[config.mk]
export PLATFORM = sky130hd
export DESIGN_NAME = gregorian_to_islamic_date_top_flat
export DESIGN_NICKNAME = d
export VERILOG_FILES = /design/src/design/g2i_pkg.sv /design/src/design/g2i_if.sv /design/src/design/gregorian_to_islamic_date_top.sv /design/src/flat_wrapper.sv
export SDC_FILE = /design/constraint.sdc
export NUM_CORES = 2
export LEC_CHECK = 0
export ABC_CLOCK_PERIOD_IN_PS = 21300
export BUFFER_PORTS_ARGS = -buffer_cell sky130_fd_sc_hd__clkbuf_2
export CAP_MARGIN = 40
export CORE_MARGIN = 10
export CORE_UTILIZATION = 40
export CTS_CLUSTER_DIAMETER = 120
export DETAILED_ROUTE_END_ITERATION = 10
export GPL_TIMING_DRIVEN = 0
export PLACE_DENSITY = 0.52
export RECOVER_POWER = 100
export SETUP_SLACK_MARGIN = 0.3
export SLEW_MARGIN = 25
export SYNTH_ARGS = -nofsm -noshare
export SYNTH_HDL_FRONTEND = slang
export SYNTH_SLANG_ARGS = --single-unit
[constraint.sdc]
create_clock -name clock -period 21.3 [get_ports clock]
set_input_delay 1.065 -clock clock [delete_from_list [all_inputs] [get_ports clock]]
set_output_delay 1.065 -clock clock [all_outputs]
set_load 0.02 [all_outputs]
[src/design/g2i_pkg.sv]
// ----------------------------------------------------------------------------
// g2i_pkg
// Item types and fixed constants for the civil to tabular Islamic date
// converter: calendar switch point, day number offsets, reciprocal
// multipliers for the constant divisions and the month offset tables.
// ----------------------------------------------------------------------------
`timescale 1ns / 1ps

package g2i_pkg;

   // Input item: civil date
   typedef struct packed {
      logic [13:0] civil_year;
      logic [3:0]  civil_month;
      logic [4:0]  civil_day;
   } req_item_type;

   // Result item: tabular Islamic date
   typedef struct packed {
      logic signed [14:0] islamic_year;
      logic [3:0]         islamic_month;
      logic [4:0]         islamic_day;
   } rsp_item_type;

   // Gregorian reform: 15 October 1582
   localparam logic [13:0] SWITCH_YEAR  = 14'd1582;
   localparam logic [3:0]  SWITCH_MONTH = 4'd10;
   localparam logic [4:0]  SWITCH_DAY   = 5'd15;
   // January and February count as months of the previous year
   localparam logic [3:0]  EARLY_MONTH  = 4'd3;

   // Day number, Gregorian formula
   localparam logic [14:0] GREG_YEAR_BIAS = 15'd4800;
   localparam logic [14:0] CENT_YEAR_BIAS = 15'd4900;
   localparam logic [10:0] GREG_YEAR_MUL  = 11'd1461;
   localparam logic [12:0] CENT_RECIP     = 13'd5243;     // 2^19 / 100, rounded up
   localparam logic [9:0]  CENT_LEAP_MUL  = 10'd3;
   localparam logic [23:0] GREG_DAY_BIAS  = 24'd32075;

   // Day number, Julian formula
   localparam logic [14:0] JUL_YEAR_BIAS  = 15'd5001;
   localparam logic [8:0]  JUL_YEAR_MUL   = 9'd367;
   localparam logic [2:0]  JUL_WEEK_MUL   = 3'd7;
   localparam logic [23:0] JUL_DAY_BIAS   = 24'd1729777;

   // 30-year cycle split: l - 1 = jd - 1948440 + 10632 - 1
   localparam logic [24:0] CYCLE_EPOCH    = 25'd1937809;
   localparam logic [23:0] CYCLE_RECIP    = 24'd12928131; // 2^37 / 10631, rounded up
   localparam logic [13:0] CYCLE_DAYS     = 14'd10631;
   localparam logic [14:0] CYCLE_OFFSET   = 15'd355;

   // Year within the cycle
   localparam logic [14:0] SPLIT_BASE     = 15'd10985;
   localparam logic [14:0] SPLIT_STEP1    = 15'd5316;
   localparam logic [14:0] SPLIT_STEP2    = 15'd10632;
   localparam logic [14:0] SPLIT_STEP3    = 15'd15948;
   localparam logic [14:0] HALF_CYCLE     = 15'd5670;
   localparam logic [25:0] LO_YEAR_RECIP  = 26'd48478700; // 50 * 2^34 / 17719
   localparam logic [24:0] HI_YEAR_RECIP  = 25'd24239874; // 43 * 2^33 / 15238

   // Day within the year
   localparam logic [7:0]  YEAR_SPAN      = 8'd30;
   localparam logic [7:0]  HALF_RECIP     = 8'd137;       // 2^11 / 15, rounded up
   localparam logic [15:0] YEAR_DAYS      = 16'd354;
   localparam logic [22:0] LO_FRAC_RECIP  = 23'd49818;    // 19 * 2^17 / 50
   localparam logic [22:0] HI_FRAC_RECIP  = 23'd48784;    // 16 * 2^17 / 43
   localparam logic [20:0] MONTH_END_BIAS = 21'd29;

   // Month and day
   localparam logic [29:0] MONTH_RECIP    = 30'd581547072; // 24 * 2^34 / 709
   localparam logic [20:0] MONTH_WHOLE    = 21'd29;
   localparam logic [23:0] DAY_RECIP      = 24'd9087663;   // 13 * 2^24 / 24

   // 367 * (m - 2 - 12 * a) / 12, indexed by month
   localparam logic [8:0] GREG_MONTH_OFS [16] = '{
      9'd305, 9'd336, 9'd367, 9'd30,  9'd61,  9'd91,  9'd122, 9'd152,
      9'd183, 9'd214, 9'd244, 9'd275, 9'd305, 9'd336, 9'd367, 9'd397
   };

   // 275 * m / 9, indexed by month
   localparam logic [8:0] JUL_MONTH_OFS [16] = '{
      9'd0,   9'd30,  9'd61,  9'd91,  9'd122, 9'd152, 9'd183, 9'd213,
      9'd244, 9'd275, 9'd305, 9'd336, 9'd366, 9'd397, 9'd427, 9'd458
   };

endpackage

[src/design/g2i_if.sv]
// ----------------------------------------------------------------------------
// g2i channel interfaces
// Valid/ready channels for civil date items and Islamic date items.
// ----------------------------------------------------------------------------
`timescale 1ns / 1ps

interface g2i_req_if;
   logic                  valid;
   logic                  ready;
   g2i_pkg::req_item_type data;

   modport source (output valid, output data, input ready);
   modport sink   (input valid, input data, output ready);
endinterface

interface g2i_rsp_if;
   logic                  valid;
   logic                  ready;
   g2i_pkg::rsp_item_type data;

   modport source (output valid, output data, input ready);
   modport sink   (input valid, input data, output ready);
endinterface

[src/design/gregorian_to_islamic_date_top.sv]
// ----------------------------------------------------------------------------
// gregorian_to_islamic_date_top: civil date to tabular Islamic date
// One accepted item per cycle while the result channel is not stalled.
// Each stage holds multiplies, reciprocal multiplies or add chains.
// Reset clears the stage valid bits only; a bubble-collapsing stall chain.
// ----------------------------------------------------------------------------
`timescale 1ns / 1ps

module gregorian_to_islamic_date_top (
   input logic       clock,
   input logic       reset,
   g2i_req_if.sink   req_chan,
   g2i_rsp_if.source rsp_chan
);

   localparam int Stages = 12;

   // ------------------------------------------------------------------------
   // Stage control: a stage loads when empty or when the next one advances
   // ------------------------------------------------------------------------
   logic [Stages-1:0] vld_ff;
   logic [Stages-1:0] vld_in;
   logic [Stages-1:0] adv;

   always_comb begin
      adv[Stages-1] = !vld_ff[Stages-1] || rsp_chan.ready;
      for (int i = Stages - 2; i >= 0; i--) begin
         adv[i] = !vld_ff[i] || adv[i+1];
      end
   end

   always_comb begin
      vld_in = vld_ff;
      if (adv[0]) begin
         vld_in[0] = req_chan.valid;
      end
      for (int i = 1; i < Stages; i++) begin
         if (adv[i]) begin
            vld_in[i] = vld_ff[i-1];
         end
      end
   end

   always_ff @(posedge clock) begin
      if (reset) begin
         vld_ff <= '0;
      end else begin
         vld_ff <= vld_in;
      end
   end

   assign req_chan.ready = adv[0];

   // ------------------------------------------------------------------------
   // Stage 1: calendar choice, year products and month offsets
   // ------------------------------------------------------------------------
   logic [13:0] y;
   logic [3:0]  m;
   logic [4:0]  d;
   logic        early;
   logic [14:0] yg;
   logic [14:0] yc;
   logic [14:0] yj;
   logic [25:0] p1;
   logic [27:0] pc;
   logic [17:0] p7;

   logic        s1_greg_in, s1_greg_ff;
   logic [22:0] s1_t1_in,   s1_t1_ff;
   logic [7:0]  s1_q100_in, s1_q100_ff;
   logic [22:0] s1_pj_in,   s1_pj_ff;
   logic [15:0] s1_t7_in,   s1_t7_ff;
   logic [9:0]  s1_tg_in,   s1_tg_ff;
   logic [9:0]  s1_tj_in,   s1_tj_ff;

   always_comb begin
      y     = req_chan.data.civil_year;
      m     = req_chan.data.civil_month;
      d     = req_chan.data.civil_day;
      early = (m < g2i_pkg::EARLY_MONTH);
      s1_greg_in = (y > g2i_pkg::SWITCH_YEAR) ||
                   ((y == g2i_pkg::SWITCH_YEAR) &&
                    ((m > g2i_pkg::SWITCH_MONTH) ||
                     ((m == g2i_pkg::SWITCH_MONTH) && (d >= g2i_pkg::SWITCH_DAY))));
      yg = {1'b0, y} + g2i_pkg::GREG_YEAR_BIAS - {14'd0, early};
      yc = {1'b0, y} + g2i_pkg::CENT_YEAR_BIAS - {14'd0, early};
      yj = {1'b0, y} + g2i_pkg::JUL_YEAR_BIAS - {14'd0, early};
      p1 = {11'd0, yg} * {15'd0, g2i_pkg::GREG_YEAR_MUL};
      pc = {13'd0, yc} * {15'd0, g2i_pkg::CENT_RECIP};
      p7 = {3'd0, yj} * {15'd0, g2i_pkg::JUL_WEEK_MUL};
      s1_t1_in   = p1[24:2];
      s1_q100_in = pc[26:19];
      s1_pj_in   = {9'd0, y} * {14'd0, g2i_pkg::JUL_YEAR_MUL};
      s1_t7_in   = p7[17:2];
      s1_tg_in   = {1'b0, g2i_pkg::GREG_MONTH_OFS[m]} + {5'd0, d};
      s1_tj_in   = {1'b0, g2i_pkg::JUL_MONTH_OFS[m]} + {5'd0, d};
   end

   always_ff @(posedge clock) begin
      if (adv[0]) begin
         s1_greg_ff <= s1_greg_in;
         s1_t1_ff   <= s1_t1_in;
         s1_q100_ff <= s1_q100_in;
         s1_pj_ff   <= s1_pj_in;
         s1_t7_ff   <= s1_t7_in;
         s1_tg_ff   <= s1_tg_in;
         s1_tj_ff   <= s1_tj_in;
      end
   end

   // ------------------------------------------------------------------------
   // Stage 2: Julian day number
   // ------------------------------------------------------------------------
   logic [9:0]  t3p;
   logic [23:0] jd_g;
   logic [23:0] jd_j;
   logic [23:0] s2_jd_in, s2_jd_ff;

   always_comb begin
      t3p  = {2'd0, s1_q100_ff} * g2i_pkg::CENT_LEAP_MUL;
      jd_g = {1'b0, s1_t1_ff} + {14'd0, s1_tg_ff} - {16'd0, t3p[9:2]}
             - g2i_pkg::GREG_DAY_BIAS;
      jd_j = {1'b0, s1_pj_ff} - {8'd0, s1_t7_ff} + {14'd0, s1_tj_ff}
             + g2i_pkg::JUL_DAY_BIAS;
      s2_jd_in = s1_greg_ff ? jd_g : jd_j;
   end

   always_ff @(posedge clock) begin
      if (adv[1]) begin
         s2_jd_ff <= s2_jd_in;
      end
   end

   // ------------------------------------------------------------------------
   // Stage 3: day count from the cycle epoch, split into sign and magnitude
   // ------------------------------------------------------------------------
   logic [24:0] lm1;
   logic [24:0] lm1_neg;
   logic        s3_neg_in, s3_neg_ff;
   logic [22:0] s3_u_in,   s3_u_ff;

   always_comb begin
      lm1       = {1'b0, s2_jd_ff} - g2i_pkg::CYCLE_EPOCH;
      lm1_neg   = 25'd0 - lm1;
      s3_neg_in = lm1[24];
      s3_u_in   = s3_neg_in ? lm1_neg[22:0] : lm1[22:0];
   end

   always_ff @(posedge clock) begin
      if (adv[2]) begin
         s3_neg_ff <= s3_neg_in;
         s3_u_ff   <= s3_u_in;
      end
   end

   // ------------------------------------------------------------------------
   // Stage 4: whole 30-year cycles by reciprocal multiply
   // ------------------------------------------------------------------------
   logic [46:0] cyc_prod;
   logic [9:0]  s4_qn_in, s4_qn_ff;
   logic        s4_neg_ff;
   logic [22:0] s4_u_ff;

   always_comb begin
      cyc_prod = {24'd0, s3_u_ff} * {23'd0, g2i_pkg::CYCLE_RECIP};
      s4_qn_in = cyc_prod[46:37];
   end

   always_ff @(posedge clock) begin
      if (adv[3]) begin
         s4_qn_ff  <= s4_qn_in;
         s4_neg_ff <= s3_neg_ff;
         s4_u_ff   <= s3_u_ff;
      end
   end

   // ------------------------------------------------------------------------
   // Stage 5: signed cycle count and day within the cycle
   // ------------------------------------------------------------------------
   logic [23:0]        cyc_days;
   logic [23:0]        rem_full;
   logic [13:0]        rem;
   logic [10:0]        n_pos;
   logic signed [10:0] s5_n_in, s5_n_ff;
   logic signed [14:0] s5_v_in, s5_v_ff;

   always_comb begin
      cyc_days = {10'd0, g2i_pkg::CYCLE_DAYS} * {14'd0, s4_qn_ff};
      rem_full = {1'b0, s4_u_ff} - cyc_days;
      rem      = rem_full[13:0];
      n_pos    = {1'b0, s4_qn_ff};
      s5_n_in  = s4_neg_ff ? (11'd0 - n_pos) : n_pos;
      s5_v_in  = s4_neg_ff ? (g2i_pkg::CYCLE_OFFSET - {1'b0, rem})
                           : (g2i_pkg::CYCLE_OFFSET + {1'b0, rem});
   end

   always_ff @(posedge clock) begin
      if (adv[4]) begin
         s5_n_ff <= s5_n_in;
         s5_v_ff <= s5_v_in;
      end
   end

   // ------------------------------------------------------------------------
   // Stage 6: quotients that pick the year within the cycle
   // ------------------------------------------------------------------------
   logic        vneg;
   logic [14:0] v_neg_val;
   logic [13:0] va;
   logic [14:0] split_x;
   logic [39:0] lo_prod;
   logic [38:0] hi_prod;
   logic [5:0]  lo_mag;
   logic [5:0]  hi_mag;

   logic [1:0]         s6_q1_in, s6_q1_ff;
   logic signed [5:0]  s6_q2_in, s6_q2_ff;
   logic signed [1:0]  s6_q3_in, s6_q3_ff;
   logic signed [5:0]  s6_q4_in, s6_q4_ff;
   logic signed [10:0] s6_n_ff;
   logic signed [14:0] s6_v_ff;

   always_comb begin
      vneg      = s5_v_ff[14];
      v_neg_val = 15'd0 - s5_v_ff;
      va        = vneg ? v_neg_val[13:0] : s5_v_ff[13:0];
      split_x   = g2i_pkg::SPLIT_BASE - s5_v_ff;
      if (split_x >= g2i_pkg::SPLIT_STEP3) begin
         s6_q1_in = 2'd3;
      end else if (split_x >= g2i_pkg::SPLIT_STEP2) begin
         s6_q1_in = 2'd2;
      end else if (split_x >= g2i_pkg::SPLIT_STEP1) begin
         s6_q1_in = 2'd1;
      end else begin
         s6_q1_in = 2'd0;
      end
      lo_prod  = {26'd0, va} * {14'd0, g2i_pkg::LO_YEAR_RECIP};
      hi_prod  = {25'd0, va} * {14'd0, g2i_pkg::HI_YEAR_RECIP};
      lo_mag   = {1'b0, lo_prod[38:34]};
      hi_mag   = {1'b0, hi_prod[37:33]};
      s6_q2_in = vneg ? (6'd0 - lo_mag) : lo_mag;
      s6_q4_in = vneg ? (6'd0 - hi_mag) : hi_mag;
      if (s5_v_ff >= $signed(g2i_pkg::HALF_CYCLE)) begin
         s6_q3_in = 2'sd1;
      end else if (s5_v_ff <= -$signed(g2i_pkg::HALF_CYCLE)) begin
         s6_q3_in = -2'sd1;
      end else begin
         s6_q3_in = 2'sd0;
      end
   end

   always_ff @(posedge clock) begin
      if (adv[5]) begin
         s6_q1_ff <= s6_q1_in;
         s6_q2_ff <= s6_q2_in;
         s6_q3_ff <= s6_q3_in;
         s6_q4_ff <= s6_q4_in;
         s6_n_ff  <= s5_n_ff;
         s6_v_ff  <= s5_v_ff;
      end
   end

   // ------------------------------------------------------------------------
   // Stage 7: year within the cycle
   // ------------------------------------------------------------------------
   logic signed [7:0]  q1_ext, q2_ext, q3_ext, q4_ext;
   logic signed [7:0]  jp1, jp2;
   logic signed [7:0]  s7_j_in, s7_j_ff;
   logic signed [10:0] s7_n_ff;
   logic signed [14:0] s7_v_ff;

   always_comb begin
      q1_ext  = $signed({6'd0, s6_q1_ff});
      q2_ext  = {{2{s6_q2_ff[5]}}, s6_q2_ff};
      q3_ext  = {{6{s6_q3_ff[1]}}, s6_q3_ff};
      q4_ext  = {{2{s6_q4_ff[5]}}, s6_q4_ff};
      jp1     = q1_ext * q2_ext;
      jp2     = q3_ext * q4_ext;
      s7_j_in = jp1 + jp2;
   end

   always_ff @(posedge clock) begin
      if (adv[6]) begin
         s7_j_ff <= s7_j_in;
         s7_n_ff <= s6_n_ff;
         s7_v_ff <= s6_v_ff;
      end
   end

   // ------------------------------------------------------------------------
   // Stage 8: day offsets of the year start, Islamic year
   // ------------------------------------------------------------------------
   logic        jneg;
   logic [7:0]  j_neg_val;
   logic [6:0]  jb;
   logic [7:0]  span_x;
   logic [14:0] k1_prod;
   logic [22:0] lo_frac;
   logic [22:0] hi_frac;
   logic [15:0] k2_mag;
   logic [15:0] k4_mag;
   logic [3:0]  k3_mag;
   logic [14:0] n_ext;

   logic [2:0]         s8_k1_in, s8_k1_ff;
   logic signed [16:0] s8_k2_in, s8_k2_ff;
   logic signed [3:0]  s8_k3_in, s8_k3_ff;
   logic signed [16:0] s8_k4_in, s8_k4_ff;
   logic [14:0]        s8_iy_in, s8_iy_ff;
   logic signed [14:0] s8_v_ff;

   always_comb begin
      jneg      = s7_j_ff[7];
      j_neg_val = 8'd0 - s7_j_ff;
      jb        = jneg ? j_neg_val[6:0] : s7_j_ff[6:0];
      span_x    = g2i_pkg::YEAR_SPAN - s7_j_ff;
      k1_prod   = {8'd0, span_x[6:0]} * {7'd0, g2i_pkg::HALF_RECIP};
      s8_k1_in  = k1_prod[13:11];
      lo_frac   = {16'd0, jb} * g2i_pkg::LO_FRAC_RECIP;
      hi_frac   = {16'd0, jb} * g2i_pkg::HI_FRAC_RECIP;
      k2_mag    = g2i_pkg::YEAR_DAYS * {9'd0, jb} + {10'd0, lo_frac[22:17]};
      k4_mag    = g2i_pkg::YEAR_DAYS * {9'd0, jb} + {10'd0, hi_frac[22:17]};
      k3_mag    = {1'b0, jb[6:4]};
      s8_k2_in  = jneg ? (17'd0 - {1'b0, k2_mag}) : {1'b0, k2_mag};
      s8_k4_in  = jneg ? (17'd0 - {1'b0, k4_mag}) : {1'b0, k4_mag};
      s8_k3_in  = jneg ? (4'd0 - k3_mag) : k3_mag;
      n_ext     = {{4{s7_n_ff[10]}}, s7_n_ff};
      s8_iy_in  = n_ext * {7'd0, g2i_pkg::YEAR_SPAN} + {{7{s7_j_ff[7]}}, s7_j_ff}
                  - {7'd0, g2i_pkg::YEAR_SPAN};
   end

   always_ff @(posedge clock) begin
      if (adv[7]) begin
         s8_k1_ff <= s8_k1_in;
         s8_k2_ff <= s8_k2_in;
         s8_k3_ff <= s8_k3_in;
         s8_k4_ff <= s8_k4_in;
         s8_iy_ff <= s8_iy_in;
         s8_v_ff  <= s7_v_ff;
      end
   end

   // ------------------------------------------------------------------------
   // Stage 9: day within the Islamic year
   // ------------------------------------------------------------------------
   logic signed [20:0] k1_ext, k2_ext, k3_ext, k4_ext;
   logic signed [20:0] kp1, kp2;
   logic signed [20:0] s9_l3_in, s9_l3_ff;
   logic [14:0]        s9_iy_ff;

   always_comb begin
      k1_ext   = $signed({18'd0, s8_k1_ff});
      k2_ext   = {{4{s8_k2_ff[16]}}, s8_k2_ff};
      k3_ext   = {{17{s8_k3_ff[3]}}, s8_k3_ff};
      k4_ext   = {{4{s8_k4_ff[16]}}, s8_k4_ff};
      kp1      = k1_ext * k2_ext;
      kp2      = k3_ext * k4_ext;
      s9_l3_in = {{6{s8_v_ff[14]}}, s8_v_ff} - kp1 - kp2 + g2i_pkg::MONTH_END_BIAS;
   end

   always_ff @(posedge clock) begin
      if (adv[8]) begin
         s9_l3_ff <= s9_l3_in;
         s9_iy_ff <= s8_iy_ff;
      end
   end

   // ------------------------------------------------------------------------
   // Stage 10: sign and magnitude of the day within the year
   // ------------------------------------------------------------------------
   logic [20:0] l3_neg_val;
   logic        s10_neg_in, s10_neg_ff;
   logic [19:0] s10_w_in,   s10_w_ff;
   logic [14:0] s10_iy_ff;

   always_comb begin
      l3_neg_val = 21'd0 - s9_l3_ff;
      s10_neg_in = s9_l3_ff[20];
      s10_w_in   = s10_neg_in ? l3_neg_val[19:0] : s9_l3_ff[19:0];
   end

   always_ff @(posedge clock) begin
      if (adv[9]) begin
         s10_neg_ff <= s10_neg_in;
         s10_w_ff   <= s10_w_in;
         s10_iy_ff  <= s9_iy_ff;
      end
   end

   // ------------------------------------------------------------------------
   // Stage 11: month magnitude by reciprocal multiply
   // ------------------------------------------------------------------------
   logic [49:0] month_prod;
   logic [15:0] s11_qm_in, s11_qm_ff;
   logic        s11_neg_ff;
   logic [19:0] s11_w_ff;
   logic [14:0] s11_iy_ff;

   always_comb begin
      month_prod = {30'd0, s10_w_ff} * {20'd0, g2i_pkg::MONTH_RECIP};
      s11_qm_in  = month_prod[49:34];
   end

   always_ff @(posedge clock) begin
      if (adv[10]) begin
         s11_qm_ff  <= s11_qm_in;
         s11_neg_ff <= s10_neg_ff;
         s11_w_ff   <= s10_w_ff;
         s11_iy_ff  <= s10_iy_ff;
      end
   end

   // ------------------------------------------------------------------------
   // Stage 12: day of month and output register
   // ------------------------------------------------------------------------
   logic [20:0] whole_days;
   logic [39:0] frac_prod;
   logic [20:0] month_start;
   logic [20:0] day_diff;
   g2i_pkg::rsp_item_type s12_item_in, s12_item_ff;

   always_comb begin
      whole_days  = {5'd0, s11_qm_ff} * g2i_pkg::MONTH_WHOLE;
      frac_prod   = {24'd0, s11_qm_ff} * {16'd0, g2i_pkg::DAY_RECIP};
      month_start = whole_days + {5'd0, frac_prod[39:24]};
      day_diff    = {1'b0, s11_w_ff} - month_start;
      s12_item_in.islamic_year  = s11_iy_ff;
      s12_item_in.islamic_month = s11_neg_ff ? (4'd0 - s11_qm_ff[3:0]) : s11_qm_ff[3:0];
      s12_item_in.islamic_day   = s11_neg_ff ? (5'd0 - day_diff[4:0]) : day_diff[4:0];
   end

   always_ff @(posedge clock) begin
      if (adv[11]) begin
         s12_item_ff <= s12_item_in;
      end
   end

   assign rsp_chan.valid = vld_ff[Stages-1];
   assign rsp_chan.data  = s12_item_ff;

endmodule

[src/flat_wrapper.sv]
// flat-port wrapper written by rule: the top's interface ports become plain ports
module gregorian_to_islamic_date_top_flat 
  (clock, reset, req_chan_valid, req_chan_data, req_chan_ready, rsp_chan_valid, rsp_chan_data, rsp_chan_ready);
  g2i_req_if req_chan_i ();
  g2i_rsp_if rsp_chan_i ();
  input logic clock;
  input logic reset;
  input wire logic [$bits(req_chan_i.valid)-1:0] req_chan_valid;
  input wire logic [$bits(req_chan_i.data)-1:0] req_chan_data;
  output wire logic [$bits(req_chan_i.ready)-1:0] req_chan_ready;
  output wire logic [$bits(rsp_chan_i.valid)-1:0] rsp_chan_valid;
  output wire logic [$bits(rsp_chan_i.data)-1:0] rsp_chan_data;
  input wire logic [$bits(rsp_chan_i.ready)-1:0] rsp_chan_ready;
  assign req_chan_i.valid = req_chan_valid;
  assign req_chan_i.data = req_chan_data;
  assign req_chan_ready = req_chan_i.ready;
  assign rsp_chan_valid = rsp_chan_i.valid;
  assign rsp_chan_data = rsp_chan_i.data;
  assign rsp_chan_i.ready = rsp_chan_ready;
  gregorian_to_islamic_date_top u_core (.clock(clock), .reset(reset), .req_chan(req_chan_i), .rsp_chan(rsp_chan_i));
endmodule
==> qor.txt <==
CTS tree -> yes
Path length in cells of the critical path -> 35
Residual DRC count -> 0
Total grt overflow -> 0
Worst-case clock buffer depth -> 3
FP Rows -> 157
Register-to-register setup slack -> 10.71 ns
Final #Nets -> 9,565
Root buf cell -> clkbuf_16
Core Area -> 0.183 mm²
Netlist Area Pre-Place -> 0.0734 mm²
RSZ-0062 raised after global routing -> false
Share of post-route cells with drive strength above 1 -> 2.68%
Max FO, Critical Path -> 10
Setup TNS -> 0 ns
FF-to-FF path depth -> 35
GP Congestion -> 0.875
First-pass GRT wire length -> 265,000 µm
Initial Utilization -> 40.2%
Fmax -> 0.0944 GHz
CP Launch Point -> u_core.s7_j_ff[0]$_DFFE_PP_
Status -> finished, violations left
Post-synth EDFFs -> 470
Critical Path Slowest Stage Cell -> xnor2_1
CTS Sinks -> 482
Routed length per instance -> 16.8 µm
Crit path DAT -> 11.02 ns
Worst-Skew Late Latency -> 0.69 ns
Crit path largest cell delay -> 1.05 ns
Net Count, Synth -> 9,428
Clock transition at path regs -> 0.06 ns
IO Port Bufs -> 51
Worst Tran Pin Value -> 2.70 ns
DP Wirelength -> 139,000 µm
CP dominant cell by count -> inv_1
Synthesized area per cell -> 10.5 µm²
Num CTS Buffers -> 58
Startpoint Class -> flip-flop
End of the critical path -> u_core.s8_k4_ff[16]$_SDFFCE_PN0P_
Seq/Total Area, Yosys -> 19.6%
Final-report setup violation count -> 0
Slew HR -> -79.8%
Drt total wl -> 160,000 µm
Synth Flop Type -> edfxtp_1
Synth area leader -> fa_1
Violated checks -> capacitance limit, slew limit
Reg-to-Reg Start -> u_core.s7_j_ff[0]$_DFFE_PP_
Post-CTS setup buffer count -> 0
FF+latch count, synth -> 482
Top cell type's share of synthesized area -> 26.4%
Async set-or-reset flop fraction in the synthesized netlist -> 0%
Drt initial violations -> 1,582
Mapped Cells -> 6,969
Number of global-route vias before repair -> 50,200
Worst R2R End -> u_core.s8_k4_ff[16]$_SDFFCE_PN0P_
Area Overhead vs Synth -> 7.34%
Crit end category -> flip-flop
Crit path kind -> flip-flop to flip-flop
Fillcell total -> 17,600
Final hold vios -> 0
Syn. warnings -> 0
Total GRT Usage -> 16.3%
Required @ worst endpoint -> 21.73 ns
Worst Hold Class -> flip-flop to flip-flop
Critical path's top delay family -> adder cells
Via count -> 46,900
I/O Pins -> 53
Hold path start -> u_core.s7_v_ff[7]$_DFFE_PP_
Buf+Inv Stages, Crit Path -> 9
DRT Pass-1 Iters -> 5
Initial antenna violation count -> 3
Slew Limit Fails -> 234
MaxCap Viol Count -> 6
Pin count of the biggest net entering global routing -> 49
Post_cts resized -> 0
Clk_skew -> 0.0774 ns
H-Tree Depth -> 2
Antenna viol nets, final -> 0
Worst hold stages -> 0
Core Util, Final -> 43.1%
Netlist cell types -> 102
Final worst-path cycle share -> 49.7%
Top cells by area, synth -> fa_1 (26%), ha_1 (25%), edfxtp_1 (19%), inv_1 (8.3%), xnor2_1 (4.5%)
Cells after DPL -> 9,427
Die height -> 448 µm
DIE AREA -> 0.201 mm²
Via density -> 4.92
Hold buffer count at CTS -> 0
Die X-Extent -> 448 µm
Fin crit period -> 10.59 ns
Fin cells -> 9,541
==> cells in the final DEF (no fill, tap or decap), types with 12 or more instances in the layout <==
master     count
nor2b_1       43
o31ai_1       28
ha_1        1466
fa_1         966
nand4_1       31
nor4_1        16
nand2_1      261
xnor2_1      365
o21bai_1      46
a21o_1        86
clkbuf_2      20
a31oi_1       34
o211ai_1      23
edfxtp_1     470
clkbuf_1     104
a21oi_1      226
nand3_1       76
and2_1        70
xor2_1       103
or3_1         30
a21boi_0      15
o21a_1        53
nor2_1       252
nand2b_1      44
nor3_1        82
dfxtp_1       12
and3_1        21
or2_2         17
inv_1       1631
a211oi_1      38
o21ai_0      190
clkbuf_16     58
==> worst register-to-register path: cells and delay by family (launching register included) <==
family	cells	cell delay, ns
adder cells (fa/ha/maj)	7	2.75
AND/OR/NAND/NOR	8	1.54
buffers and inverters	9	2.41
XOR/XNOR	2	1.15
flip-flops	1	0.54
AO/OA/AOI/OAI	9	1.93
==> worst min path at each step <==
stage	end	slack (ns)
2_1_floorplan	u_core.rsp_chan.data[10]$_DFFE_PP_	0.40
3_3_place_gp	u_core.s6_n_ff[2]$_DFFE_PP_	0.40
3_5_place_dp	u_core.s10_iy_ff[3]$_DFFE_PP_	0.40
4_1_cts	u_core.s8_v_ff[6]$_DFFE_PP_	0.42
5_1_grt	u_core.s8_v_ff[5]$_DFFE_PP_	0.42
6_report	u_core.s8_v_ff[7]$_DFFE_PP_	0.42
==> kinds of logic (layout without fill, tap and decap cells) <==
family	after synthesis	in the layout	synth area share, %
AO/OA/AOI/OAI	873	873	7.85
AND/OR/NAND/NOR	992	992	6.57
flip-flops	482	482	19.6
adder cells (fa/ha/maj)	2432	2432	51.3
buffers and inverters	1695	1880	8.68
other	0	2	0
XOR/XNOR	481	481	5.77
multiplexers	14	14	0.211
==> per-stage QoR <==
| stage | area (µm²) | setup WS, ns | hold WS [ns] |
|---|---|---|---|
| global route | 78800 | 9.82 | 0.421 |
| CTS | 79100 | 11.23 | 0.417 |
| detailed placement | 77100 | 10.94 | 0.405 |
| floorplan | 73400 | 12.31 | 0.400 |
| finish | 78800 | 10.71 | 0.416 |
| global placement | 76600 | 10.36 | 0.401 |
==> state kept, by name (all words and copies together), names as in the netlist, 14 cells and up <==
name                  flops
u_core.s6_v_ff           15
u_core.s3_u_ff           23
u_core.s8_iy_ff          15
u_core.s9_l3_ff          21
u_core.s8_k2_ff          17
u_core.s8_v_ff           15
u_core.s4_u_ff           14
u_core.s10_w_ff          20
u_core.s8_k4_ff          17
u_core.s2_jd_ff          24
u_core.s1_t1_ff          23
u_core.s9_iy_ff          15
u_core.s11_iy_ff         15
u_core.s7_v_ff           15
u_core.s11_qm_ff         16
u_core.s5_v_ff           15
u_core.s1_pj_ff          23
u_core.s10_iy_ff         15
u_core.rsp_chan.data     24
u_core.s1_t7_ff          16
==> synth_stat cells, types with 11 or more instances <==
cell and number:
o211ai_1 23, nor3_1 82, xor2_1 103, or2_2 18, clkbuf_1 50, o31ai_1 28
nor2b_1 43, nand3_1 76, mux2i_1 11, or3_1 30, fa_1 966, nand2b_1 44
a21oi_1 226, nor4_1 16, a31oi_1 34, o21ai_0 186, edfxtp_1 470, inv_1 1631
o21bai_1 45, nand2_1 261, a211oi_1 36, a21o_1 86, and2_1 77, o21a_1 53
nor2_1 252, nand4_1 31, a21boi_0 13, xnor2_1 376, ha_1 1466, and3_1 21
dfxtp_1 12
==> layer usage <==
layer | vias to the layer above | routed length (µm) | track usage, % | share of wire (%)
li1 | 23100 | - | - | -
met1 | 23100 | 72600 | 21.5 | 45
met4 | 0 | 3350 | 3.31 | 2.1
met5 | - | 0 | 0 | 0
met3 | 186 | 4360 | 1.69 | 2.7
met2 | 536 | 79500 | 29.0 | 50
==> area by class of cell <==
class                   count  area, µm²  share of cell area [%]
clock buffers              63       1470                    1.87
repair buffers             77        364                   0.462
flip-flops and latches    482      14400                    18.2
multi-input cells        4792      52700                    66.9
diodes                      2       5.00                 0.00635
well taps                2385       2980                    3.79
clock inverters            45        552                   0.700
inverters                1636       6140                    7.80
plain buffers              59        229                   0.291
Power is not shown: default switching activity piles up to over one toggle a cycle in this logic, so the estimate is an artifact.
